==> config.mk <==
export PLATFORM = sky130hd
export DESIGN_NAME = cycle_counter_timestamp_unit
export DESIGN_NICKNAME = d
export VERILOG_FILES = /design/src/rtl/ccts_pkg.sv /design/src/rtl/cycle_counter_timestamp_unit.sv /design/src/rtl/ccts_div.sv /design/src/rtl/ccts_dp.sv /design/src/rtl/ccts_ctrl.sv
export SDC_FILE = /design/constraint.sdc
export NUM_CORES = 2
export LEC_CHECK = 0
export BUFFER_PORTS_ARGS = -buffer_cell sky130_fd_sc_hd__buf_2
export CAP_MARGIN = 20
export CORE_AREA = 2 2 315 317
export CTS_BUF_LIST = sky130_fd_sc_hd__clkbuf_8
export DETAILED_ROUTE_END_ITERATION = 16
export DIE_AREA = 0 0 317 319
export GPL_TIMING_DRIVEN = 0
export HOLD_SLACK_MARGIN = 0.12
export PLACE_DENSITY = 0.54
export SYNTH_ARGS = -nofsm -noshare
export SYNTH_HDL_FRONTEND = slang
export SYNTH_HIERARCHICAL = 1
export SYNTH_SLANG_ARGS = --single-unit
==> constraint.sdc <==
create_clock -name clk -period 8.9 [get_ports clk]
set_clock_uncertainty 0.15 [all_clocks]
set_input_delay 1.78 -clock clk [delete_from_list [all_inputs] [get_ports clk]]
set_output_delay 1.78 -clock clk [all_outputs]
set_load 0.1 [all_outputs]
==> src/rtl/ccts_pkg.sv <==
// Shared types and constants for the cycle counter timestamp unit.
// Used by the controller, datapath, divider and top level; no dependencies.
package ccts_pkg;

    // Field widths.
    localparam int unsigned KIND_W     = 3;
    localparam int unsigned COUNT_W    = 32;
    localparam int unsigned CPU_W      = 10;
    localparam int unsigned DIVIDEND_W = 64;
    localparam int unsigned DIVISOR_W  = 30;
    localparam int unsigned USEC_W     = 20;

    // Item kinds.
    localparam logic [KIND_W-1:0] KIND_TICK  = 3'd0;
    localparam logic [KIND_W-1:0] KIND_READ  = 3'd1;
    localparam logic [KIND_W-1:0] KIND_START = 3'd2;
    localparam logic [KIND_W-1:0] KIND_STOP  = 3'd3;
    localparam logic [KIND_W-1:0] KIND_RESET = 3'd4;
    localparam logic [KIND_W-1:0] KIND_INIT  = 3'd5;

    // Conversion constants.
    localparam logic [CPU_W-1:0]     CPU_RESET         = 10'd600;
    localparam logic [USEC_W-1:0]    MICROS_PER_SECOND = 20'd1000000;
    localparam logic [DIVISOR_W-1:0] FREQ_RESET        = 30'd600000000;

    // Input item.
    typedef struct packed {
        logic [KIND_W-1:0]  kind;
        logic [COUNT_W-1:0] cycle_value;
    } item_t;

    // Result item.
    typedef struct packed {
        logic [63:0]        raw_cycles;
        logic [31:0]        whole_seconds;
        logic [USEC_W-1:0]  micros_in_second;
        logic [63:0]        total_micros;
        logic [63:0]        total_nanos;
    } result_t;

    // Which of the four divisions the shared divider is working on.
    typedef enum logic [1:0] {
        OP_SEC   = 2'd0,
        OP_USEC  = 2'd1,
        OP_TOTUS = 2'd2,
        OP_TOTNS = 2'd3
    } div_op_t;

    // Commands from the controller to the datapath.
    typedef struct packed {
        logic    load_item;
        logic    zero_result;
        logic    div_start;
        div_op_t div_op;
        logic    capture;
        div_op_t cap_op;
        logic    load_out;
    } ctrl_cmd_t;

    // Status from the datapath to the controller.
    typedef struct packed {
        logic is_read;
        logic active;
    } dp_status_t;

endpackage

==> src/rtl/cycle_counter_timestamp_unit.sv <==
// Top level of the cycle counter timestamp unit.
// Depends on ccts_pkg, ccts_ctrl, ccts_dp and ccts_div.
//
// Channel   Signals                          Direction  Carries
// input     in_valid, in_stall, in_data      in         item_t: kind, cycle_value
// output    out_valid, out_stall, out_data   out        result_t: five time fields
// config    cfg_valid, cfg_ready, cfg_data   in         cycles_per_microsecond
//
// Tick, start, stop, reset, init and unused kinds are taken without leaving idle.
// A read while running goes through one setup state, then four
// 64-step divisions on the single shared radix-2 divider, then the output load.
// A read while stopped or not initialized gives an all-zero result without the divider.
// The output register holds one result; a new item is taken while it waits,
// but a finished read waits for the previous result to be transferred.
// Reset restores the CPU_RESET divisor setting and clears all flags.
module cycle_counter_timestamp_unit (
    input  logic                        clk,
    input  logic                        rst_n,
    input  logic                        in_valid,
    output logic                        in_stall,
    input  ccts_pkg::item_t             in_data,
    output logic                        out_valid,
    input  logic                        out_stall,
    output ccts_pkg::result_t           out_data,
    input  logic                        cfg_valid,
    output logic                        cfg_ready,
    input  logic [ccts_pkg::CPU_W-1:0]  cfg_data
);
    import ccts_pkg::*;

    ctrl_cmd_t             cmd;
    dp_status_t            status;
    logic                  div_done;
    logic [DIVIDEND_W-1:0] div_dividend;
    logic [DIVISOR_W-1:0]  div_divisor;
    logic [DIVIDEND_W-1:0] div_quotient;
    logic [DIVISOR_W-1:0]  div_remainder;

    // The user keeps configuration writes to idle (not enforced); all are taken.
    assign cfg_ready = 1'b1;

    ccts_ctrl u_ctrl (
        .clk       (clk),
        .rst_n     (rst_n),
        .in_valid  (in_valid),
        .in_stall  (in_stall),
        .out_valid (out_valid),
        .out_stall (out_stall),
        .status    (status),
        .div_done  (div_done),
        .cmd       (cmd)
    );

    ccts_dp u_dp (
        .clk           (clk),
        .rst_n         (rst_n),
        .cfg_valid     (cfg_valid),
        .cfg_data      (cfg_data),
        .in_data       (in_data),
        .cmd           (cmd),
        .status        (status),
        .div_dividend  (div_dividend),
        .div_divisor   (div_divisor),
        .div_quotient  (div_quotient),
        .div_remainder (div_remainder),
        .out_data      (out_data)
    );

    ccts_div u_div (
        .clk       (clk),
        .rst_n     (rst_n),
        .start     (cmd.div_start),
        .dividend  (div_dividend),
        .divisor   (div_divisor),
        .done      (div_done),
        .quotient  (div_quotient),
        .remainder (div_remainder)
    );

endmodule

==> src/rtl/ccts_div.sv <==
// Shared radix-2 restoring divider, one quotient bit per cycle.
// Depends on ccts_pkg for operand widths.
module ccts_div (
    input  logic                             clk,
    input  logic                             rst_n,
    input  logic                             start,
    input  logic [ccts_pkg::DIVIDEND_W-1:0]  dividend,
    input  logic [ccts_pkg::DIVISOR_W-1:0]   divisor,
    output logic                             done,
    output logic [ccts_pkg::DIVIDEND_W-1:0]  quotient,
    output logic [ccts_pkg::DIVISOR_W-1:0]   remainder
);
    import ccts_pkg::*;

    localparam int unsigned CNT_W = $clog2(DIVIDEND_W);
    localparam logic [CNT_W-1:0] LAST_STEP = CNT_W'(DIVIDEND_W - 1);

    logic                  busy_reg, busy_next;
    logic                  done_reg, done_next;
    logic [CNT_W-1:0]      count_reg, count_next;
    logic [DIVIDEND_W-1:0] dvd_reg, dvd_next;
    logic [DIVISOR_W-1:0]  rem_reg, rem_next;
    logic [DIVISOR_W-1:0]  dsr_reg, dsr_next;
    logic [DIVISOR_W:0]    trial;
    logic [DIVISOR_W:0]    diff;
    logic                  q_bit;

    // One trial subtraction per cycle; quotient bits shift in at the bottom.
    assign trial = {rem_reg, dvd_reg[DIVIDEND_W-1]};
    assign diff  = trial - {1'b0, dsr_reg};
    assign q_bit = (trial >= {1'b0, dsr_reg});

    always_comb
    begin
        busy_next  = busy_reg;
        done_next  = 1'b0;
        count_next = count_reg;
        dvd_next   = dvd_reg;
        rem_next   = rem_reg;
        dsr_next   = dsr_reg;
        if (start)
        begin
            busy_next  = 1'b1;
            count_next = '0;
            dvd_next   = dividend;
            rem_next   = '0;
            dsr_next   = divisor;
        end
        else if (busy_reg)
        begin
            dvd_next   = {dvd_reg[DIVIDEND_W-2:0], q_bit};
            rem_next   = q_bit ? diff[DIVISOR_W-1:0] : trial[DIVISOR_W-1:0];
            count_next = count_reg + 1'b1;
            if (count_reg == LAST_STEP)
            begin
                busy_next = 1'b0;
                done_next = 1'b1;
            end
        end
    end

    // Control state is reset; operands are not.
    always_ff @(posedge clk or negedge rst_n)
    begin
        if (!rst_n)
        begin
            busy_reg  <= 1'b0;
            done_reg  <= 1'b0;
            count_reg <= '0;
        end
        else
        begin
            busy_reg  <= busy_next;
            done_reg  <= done_next;
            count_reg <= count_next;
        end
    end

    always_ff @(posedge clk)
    begin
        dvd_reg <= dvd_next;
        rem_reg <= rem_next;
        dsr_reg <= dsr_next;
    end

    assign done      = done_reg;
    assign quotient  = dvd_reg;
    assign remainder = rem_reg;

endmodule

==> src/rtl/ccts_dp.sv <==
// Datapath: extension state, divisor setup, divider operands and results.
// Depends on ccts_pkg; driven by commands from ccts_ctrl.
module ccts_dp (
    input  logic                             clk,
    input  logic                             rst_n,
    input  logic                             cfg_valid,
    input  logic [ccts_pkg::CPU_W-1:0]       cfg_data,
    input  ccts_pkg::item_t                  in_data,
    input  ccts_pkg::ctrl_cmd_t              cmd,
    output ccts_pkg::dp_status_t             status,
    output logic [ccts_pkg::DIVIDEND_W-1:0]  div_dividend,
    output logic [ccts_pkg::DIVISOR_W-1:0]   div_divisor,
    input  logic [ccts_pkg::DIVIDEND_W-1:0]  div_quotient,
    input  logic [ccts_pkg::DIVISOR_W-1:0]   div_remainder,
    output ccts_pkg::result_t                out_data
);
    import ccts_pkg::*;

    logic [CPU_W-1:0]      cpu_reg;
    logic [DIVISOR_W-1:0]  freq_reg;
    logic [COUNT_W-1:0]    wrap_count_reg, wrap_count_next;
    logic [COUNT_W-1:0]    last_sample_reg, last_sample_next;
    logic                  ready_flag_reg, ready_flag_next;
    logic                  run_flag_reg, run_flag_next;
    logic [DIVIDEND_W-1:0] raw_reg;
    result_t               res_reg;
    result_t               out_reg;
    logic [CPU_W-1:0]      cpu_eff;
    logic [DIVIDEND_W-1:0] nanos;

    // A zero divisor setting is treated as one.
    assign cpu_eff = (cfg_data == '0) ? CPU_W'(1) : cfg_data;

    // Configuration: keep the effective divisor and the clock frequency.
    always_ff @(posedge clk or negedge rst_n)
    begin
        if (!rst_n)
        begin
            cpu_reg  <= CPU_RESET;
            freq_reg <= FREQ_RESET;
        end
        else if (cfg_valid)
        begin
            cpu_reg  <= cpu_eff;
            freq_reg <= DIVISOR_W'(cpu_eff) * DIVISOR_W'(MICROS_PER_SECOND);
        end
    end

    assign status.is_read = (in_data.kind == KIND_READ);
    assign status.active  = ready_flag_reg & run_flag_reg;

    // Extension state update for each transferred item.
    always_comb
    begin
        wrap_count_next  = wrap_count_reg;
        last_sample_next = last_sample_reg;
        ready_flag_next  = ready_flag_reg;
        run_flag_next    = run_flag_reg;
        if (cmd.load_item)
        begin
            case (in_data.kind)
                KIND_TICK:
                begin
                    if (ready_flag_reg && run_flag_reg)
                    begin
                        if (in_data.cycle_value < last_sample_reg)
                        begin
                            wrap_count_next = wrap_count_reg + 1'b1;
                        end
                        last_sample_next = in_data.cycle_value;
                    end
                end
                KIND_START:
                begin
                    if (ready_flag_reg)
                    begin
                        run_flag_next = 1'b1;
                    end
                end
                KIND_STOP:
                begin
                    if (ready_flag_reg)
                    begin
                        run_flag_next = 1'b0;
                    end
                end
                KIND_RESET:
                begin
                    if (ready_flag_reg)
                    begin
                        wrap_count_next  = '0;
                        last_sample_next = '0;
                    end
                end
                KIND_INIT:
                begin
                    wrap_count_next  = '0;
                    last_sample_next = '0;
                    ready_flag_next  = 1'b1;
                    run_flag_next    = 1'b1;
                end
                default:
                begin
                    wrap_count_next = wrap_count_reg;
                end
            endcase
        end
    end

    always_ff @(posedge clk or negedge rst_n)
    begin
        if (!rst_n)
        begin
            wrap_count_reg  <= '0;
            last_sample_reg <= '0;
            ready_flag_reg  <= 1'b0;
            run_flag_reg    <= 1'b0;
        end
        else
        begin
            wrap_count_reg  <= wrap_count_next;
            last_sample_reg <= last_sample_next;
            ready_flag_reg  <= ready_flag_next;
            run_flag_reg    <= run_flag_next;
        end
    end

    // Extended count of each transferred item, taken at transfer; a read uses it.
    always_ff @(posedge clk)
    begin
        if (cmd.load_item)
        begin
            raw_reg <= {wrap_count_reg, in_data.cycle_value};
        end
    end

    // Times 1000 as 1024 - 32 + 8, wrapping modulo 2^64.
    assign nanos = (raw_reg << 10) - (raw_reg << 5) + (raw_reg << 3);

    // Divider operands for the requested division.
    always_comb
    begin
        case (cmd.div_op)
            OP_SEC:
            begin
                div_dividend = raw_reg;
                div_divisor  = freq_reg;
            end
            OP_USEC:
            begin
                div_dividend = DIVIDEND_W'(div_remainder);
                div_divisor  = DIVISOR_W'(cpu_reg);
            end
            OP_TOTUS:
            begin
                div_dividend = raw_reg;
                div_divisor  = DIVISOR_W'(cpu_reg);
            end
            OP_TOTNS:
            begin
                div_dividend = nanos;
                div_divisor  = DIVISOR_W'(cpu_reg);
            end
            default:
            begin
                div_dividend = raw_reg;
                div_divisor  = freq_reg;
            end
        endcase
    end

    // Result collection as each division finishes.
    always_ff @(posedge clk)
    begin
        if (cmd.zero_result)
        begin
            res_reg <= '0;
        end
        else if (cmd.capture)
        begin
            case (cmd.cap_op)
                OP_SEC:
                begin
                    res_reg.raw_cycles    <= raw_reg;
                    res_reg.whole_seconds <= div_quotient[31:0];
                end
                OP_USEC:
                begin
                    res_reg.micros_in_second <= div_quotient[USEC_W-1:0];
                end
                OP_TOTUS:
                begin
                    res_reg.total_micros <= div_quotient;
                end
                OP_TOTNS:
                begin
                    res_reg.total_nanos <= div_quotient;
                end
                default:
                begin
                    res_reg.total_nanos <= div_quotient;
                end
            endcase
        end
    end

    // Output register, loaded when the previous result has been taken.
    always_ff @(posedge clk)
    begin
        if (cmd.load_out)
        begin
            out_reg <= res_reg;
        end
    end

    assign out_data = out_reg;

endmodule

==> src/rtl/ccts_ctrl.sv <==
// Controller: input and output handshakes and the division sequence.
// Depends on ccts_pkg; commands ccts_dp and watches the divider's done.
module ccts_ctrl (
    input  logic                    clk,
    input  logic                    rst_n,
    input  logic                    in_valid,
    output logic                    in_stall,
    output logic                    out_valid,
    input  logic                    out_stall,
    input  ccts_pkg::dp_status_t    status,
    input  logic                    div_done,
    output ccts_pkg::ctrl_cmd_t     cmd
);
    import ccts_pkg::*;

    typedef enum logic [6:0] {
        S_IDLE  = 7'b0000001,
        S_PREP  = 7'b0000010,
        S_SEC   = 7'b0000100,
        S_USEC  = 7'b0001000,
        S_TOTUS = 7'b0010000,
        S_TOTNS = 7'b0100000,
        S_DONE  = 7'b1000000
    } state_t;

    state_t state_reg, state_next;
    logic   out_valid_reg, out_valid_next;

    // Next state and commands.
    always_comb
    begin
        state_next  = state_reg;
        cmd         = '0;
        cmd.div_op  = OP_SEC;
        cmd.cap_op  = OP_SEC;
        case (state_reg)
            S_IDLE:
            begin
                if (in_valid)
                begin
                    cmd.load_item = 1'b1;
                    if (status.is_read)
                    begin
                        if (status.active)
                        begin
                            state_next = S_PREP;
                        end
                        else
                        begin
                            cmd.zero_result = 1'b1;
                            state_next      = S_DONE;
                        end
                    end
                end
            end
            S_PREP:
            begin
                cmd.div_start = 1'b1;
                cmd.div_op    = OP_SEC;
                state_next    = S_SEC;
            end
            S_SEC:
            begin
                cmd.div_op = OP_USEC;
                if (div_done)
                begin
                    cmd.capture   = 1'b1;
                    cmd.cap_op    = OP_SEC;
                    cmd.div_start = 1'b1;
                    state_next    = S_USEC;
                end
            end
            S_USEC:
            begin
                cmd.div_op = OP_TOTUS;
                if (div_done)
                begin
                    cmd.capture   = 1'b1;
                    cmd.cap_op    = OP_USEC;
                    cmd.div_start = 1'b1;
                    state_next    = S_TOTUS;
                end
            end
            S_TOTUS:
            begin
                cmd.div_op = OP_TOTNS;
                if (div_done)
                begin
                    cmd.capture   = 1'b1;
                    cmd.cap_op    = OP_TOTUS;
                    cmd.div_start = 1'b1;
                    state_next    = S_TOTNS;
                end
            end
            S_TOTNS:
            begin
                if (div_done)
                begin
                    cmd.capture = 1'b1;
                    cmd.cap_op  = OP_TOTNS;
                    state_next  = S_DONE;
                end
            end
            S_DONE:
            begin
                if (!out_valid_reg || !out_stall)
                begin
                    cmd.load_out = 1'b1;
                    state_next   = S_IDLE;
                end
            end
            default:
            begin
                state_next = S_IDLE;
            end
        endcase
    end

    // Output valid: set on load, cleared when the result is transferred.
    always_comb
    begin
        out_valid_next = out_valid_reg;
        if (cmd.load_out)
        begin
            out_valid_next = 1'b1;
        end
        else if (!out_stall)
        begin
            out_valid_next = 1'b0;
        end
    end

    always_ff @(posedge clk or negedge rst_n)
    begin
        if (!rst_n)
        begin
            state_reg     <= S_IDLE;
            out_valid_reg <= 1'b0;
        end
        else
        begin
            state_reg     <= state_next;
            out_valid_reg <= out_valid_next;
        end
    end

    assign in_stall  = (state_reg != S_IDLE);
    assign out_valid = out_valid_reg;

endmodule

### After elaboration in Yosys (flattened, before gate mapping)

Cells that the tools add are included.

* register bits: 792
* output and inout port bits: 247
* logic and storage cells: 136

* $add $sub $neg: 5
* $mul: 1
* $lt $le $gt $ge: 2
* eq/ne operators: 33
* mux-type cells: 47
* bitwise gates (word level): 1
* reduce and logical (&&, ||, !) cells: 22

Operator list (count)
* $pmux 32 s3: 2
* $pmux 64 s3: 1
* $mux 32: 4
* $mux 64: 2
* $add 64x64->64: 1
* $sub 64x64->64: 1
* $pmux 30 s2: 1
* $mux 7: 8
* $pmux 7 s7: 1
* $add 32x1->32 const B: 1
* $lt 32x32->1: 1
* $ge 31x30->1: 1
* $mux 30: 1
* $sub 30x30->30: 1
* $mul 10x14->24 const B: 1
* $pmux 3 s4: 2
* $ne 2x1->1 const B: 11
* $mux 1: 15
* $mux 3: 4
* $mux 6: 2
* $logic_not 10->1: 1
* $mux 10: 1
* $reduce_and 2->1: 5
* $eq 2x2->1 const B: 4
* other kinds (30): 39

### Longest topological paths before layout

* word-level depth: 6
* mapped depth: 24

### Modules after synthesis

Netlist, hierarchy kept.

By module, submodules not included
* ccts_dp: instances 1, cells an instance 3035, area each 31028.5 µm², sequential area each 16578.4 µm²
* ccts_div: instances 1, cells an instance 611, area each 7090.6 µm², sequential area each 3623.5 µm²
* ccts_ctrl: instances 1, cells an instance 68, area each 600.6 µm², sequential area each 201.4 µm²
* cycle_counter_timestamp_unit: instances 1, cells an instance 2, area each 11.3 µm², sequential area each 0.0 µm²

### Worst setup path after synthesis

Ideal clock, no wire load.

* kind: input to register
* from: in cfg_data[8] in the netlist's numbering
* to: reg u_dp.freq_reg[27]
* arrival time: 6.495 ns
* required time: 8.625 ns
* slack: 2.130 ns
* cell stages on the path: 22
* path through: inv_1 -> ha_1 -> nand4b_1 -> or4_1 -> clkbuf_1 -> and2_1 -> ha_1 -> ha_1 -> inv_1 -> fa_1 -> fa_1 -> inv_1 -> fa_1 -> ha_1 -> a21o_1 -> a21oi_1 -> a311o_1 -> nand2_1 -> o21a_1 -> nor2_1 -> xnor2_1 -> mux2_2

* word-level cells in the longest chain between the ends: 3

RTL lines
* start: declaration: RTL line cycle_counter_timestamp_unit.sv:27 `input logic [ccts_pkg::CPU_W-1:0] cfg_data`
* $logic_not 10->1: RTL line ccts_dp.sv:32 `assign cpu_eff = (cfg_data == '0) ? CPU_W'(1) : cfg_data;`
* $mux 10: RTL line ccts_dp.sv:32
* via u_dp.cpu_eff[2]: RTL line ccts_dp.sv:28 `logic [CPU_W-1:0] cpu_eff;`
* $mul 10x14->24: RTL line ccts_dp.sv:45 `freq_reg <= DIVISOR_W'(cpu_eff) * DIVISOR_W'(MICROS_PER_SECOND);`
* end signal: assignment: RTL line ccts_dp.sv:45
* end: declaration: RTL line ccts_dp.sv:20 `logic [DIVISOR_W-1:0] freq_reg;`

The timed path passes the listed nets, and every way through them passes these cells.
A chain may end at the register's enable or synchronous reset.

### Worst setup path in the final report

* from: in cfg_data[8] in the netlist's numbering
* to: reg u_dp.freq_reg[29]

Same word-level chain as after synthesis.

==> impl_metrics.yaml <==
placed_design:
  gp_congestion: 0.926
  portBuffers: 294
  dpl_cell_area_sq_mm: 0.0420
  dp_hpwl_um: 85200
logic_synthesis:
  synth-seq-cells: 789
  avgSynthCellArea_sq_um: 10.4
  synth.area.top_cells: "edfxtp_1, dfxtp_1, ha_1"
  ys.flop_type: "edfxtp_1"
  synth_cell_types: 102
  synth_top_area_cell: "edfxtp_1"
  synth_top_area_share_pct: 31.2
  synth.cell_area_sq_mm: 0.0387
  async_flop_share_pct: 14.3
  ys_seq_area_share_pct: 52.7
  synth_edf_count: 402
  yosysWarnings: 6
  syn_inst: 3716
  synth_fp_nets: 4044
critical_path:
  critPathMaxFanout: 9
  critical_path_arrival_ns: 7.24
  cp_common_cell: "ha_1"
  cp-end-kind: "register"
  worstPathRequired_ns: 9.46
  crit_chain: "buf_2 > inv_1 > ha_1 > nand4b_1 > or4_1 > clkbuf_1 > and2_1 > ha_1 > ha_1 > inv_1 > fa_1 > fa_1 > inv_1 > fa_1 > ha_1 > a21o_1 > a21oi_1 > a311o_1 > nand3_1 > a41oi_1 > xnor2_1 > a21oi_1"
  crit_family: "adder cells"
  worst_setup_path_start_kind: "input pin"
  crit_buf_inv: 5
  max_stage_delay_ns: 0.55
  crit_slowest_cell: "fa_1"
  path_class: "input pin to register"
route:
  ant_nets: 0
  drt_wl_total_um: 111000
  route.met3.wl_um: 6630
  wirelength_met1_um: 53600
  first_iter_violations: 2121
  dr_wl_met2_um: 48300
  viasPerCell: 5.14
  wl_per_cell_um: 19.9
  drc: 0
  topRoutingLayerUsed: "met5"
  vias: 28600
  dr.pass1.iters: 7
global_route:
  grt_pass1_vias: 27900
  gr-total-overflow: 0
  track_usage_pct: 22.0
  antenna_found_initial: 10
  grt_max_degree: 130
  grt_pass1_wl_um: 168000
clock_network:
  h-tree-depth: 4
  clk_latency_ns: 0.83
  post_cts_resized: 0
  cts_inserted_buffers: 138
  root_buffer: "clkbuf_8"
  cts_setup_buffers: 0
  cts_tree: "built"
  clk_path_buf_depth: 3
  cts_sinks: 789
  clkTransAtPathRegs_ns: 0.06
  hold_buffers: 0
finish:
  final_nets: 4487
  stdcell_area_sq_mm: 0.0448
  drive_gt1_share_pct: 15.8
  area_growth_pct: 15.6
  final_common_cell: "nand2_1"
  layout_common_cells: "nand2_1, edfxtp_1, a21oi_1"
power_and_ir_drop:
  p_per_area_mw_per_mm2: 388
  ir_drop_v: 0.000145
  intPower_mw: 10.0
  leakagePower_nw: 19.0
  p_sw_mw: 7.34
  seqPwrFrac_pct: 37.1
  netSwitchingFraction_pct: 42.2
  p_clk_share_pct: 18.7
  comb_power_share_pct: 44.1
  p_total_mw: 17.4
timing:
  fin_crit_sh_pct: 75.1
  fmax_ghz: 0.150
  rsz0062_at_grt: "false"
  setup_tns_ns: 0
  fin_crit_ns: 6.68
  drv_slew: 0
  hold_viol_final: 0
  slew-limit-headroom_pct: 29.1
  tightest_slew_ns: 1.06
  hold_slack_ns: 0.260
  finalSetupViolCount: 0
floorplanning:
  dieArea_sq_mm: 0.101
  io_pins: 297
  core.rowCount: 115
  initial_core_util_pct: 39.6
  core_sq_mm: 0.0977
  die_h_um: 319
  die_x_um: 317
hold_path:
  hold_class: "register to register"
run_status:
  outcome: "finished clean"
job:
  max_cap_viol_count: 0
-- final cells by class --
type	instances	area, sq um
Inverter	324	1220
Multi-Input combinational cell	2421	16300
Clock buffer	151	2080
Antenna cell	4	10.0
Sequential cell	789	20400
Tap cell	1287	1610
Clock inverter	105	664
Timing Repair Buffer	303	1650
Buffer	182	800
Fill cell	9500	52900
-- worst paths after layout --
| check | cells past startpoint | slack, ns | from | endpoint |
|---|---|---|---|---|
| min | 0 | 0.26 | u_dp/res_reg[172] | u_dp/out_data[172] |
| max | 22 | 2.22 | cfg_data[8] | u_dp/freq_reg[29] |
| min reg2reg | 0 | 0.26 | u_dp/res_reg[172] | u_dp/out_data[172] |
| min in group asynchronous | 1 | 0.78 | rst_n | u_dp/cpu_reg[1] |
| max in group asynchronous | 2 | 7.07 | rst_n | u_ctrl/state_reg[0] |
| max reg2reg | 15 | 4.02 | u_dp/raw_reg[10] | u_div/quotient[47] |
-- worst register-to-register path, stage by stage, from the launching register on --
cell       delay [ns]
edfxtp_1         0.58
inv_1            0.23
fa_1             0.58
inv_1            0.05
ha_1             0.38
and4_1           0.28
o2bb2ai_1        0.13
a311o_2          0.32
a31oi_2          0.38
o21ai_2          0.18
a31oi_1          0.34
o21ai_1          0.17
a21boi_1         0.22
xor2_1           0.17
o22ai_1          0.16
mux2_2           0.32
-- logic make-up after synthesis --
kind of cell / count (synthesis) / share of synthesized area [%]
XOR/XNOR: 114 / 2.58
multiplexers: 131 / 3.68
buffers and inverters: 506 / 5.18
AO/OA/AOI/OAI: 830 / 13.2
other: 1 / 0.00968
AND/OR/NAND/NOR: 1067 / 12.2
adder cells (fa/ha/maj): 278 / 10.5
flip-flops: 789 / 52.7
-- stage by stage --
stage               util, %  cells  worst slack [ns]
floorplan                 -   3716              2.13
global placement       42.8   5297              1.44
detailed placement     43.0   5305              1.41
CTS                    45.8   5561              2.27
global route           45.8   5564              1.92
finish                 45.8   5566              2.22
-- per-layer routing --
layer / track usage (%) / vias to the layer above
li1: - / 13900
met1: 32.3 / 13700
met2: 32.9 / 844
met3: 3.99 / 148
met4: 6.16 / 4
met5: 0 / -
-- power by group through the flow --
stage                     clock, mW  combinational (mW)  sequential (mW)
after global routing           3.52                8.48             6.60
after floorplan                   0                5.30             6.70
final                          3.26                7.67             6.45
after detailed placement          0                7.59             6.53
after global placement            0                7.52             6.55
after CTS                      3.36                7.63             6.46
-- cells in the mapped netlist (all sizes together), types with 84 or more instances --
master / count
a21oi: 394
clkbuf: 141
dfrtp: 98
dfxtp: 274
edfxtp: 402
ha: 201
inv: 321
mux2: 91
nand2: 613
nand3: 84
nor2: 147
o21ai: 132
(Power assumes the default switching activity.)
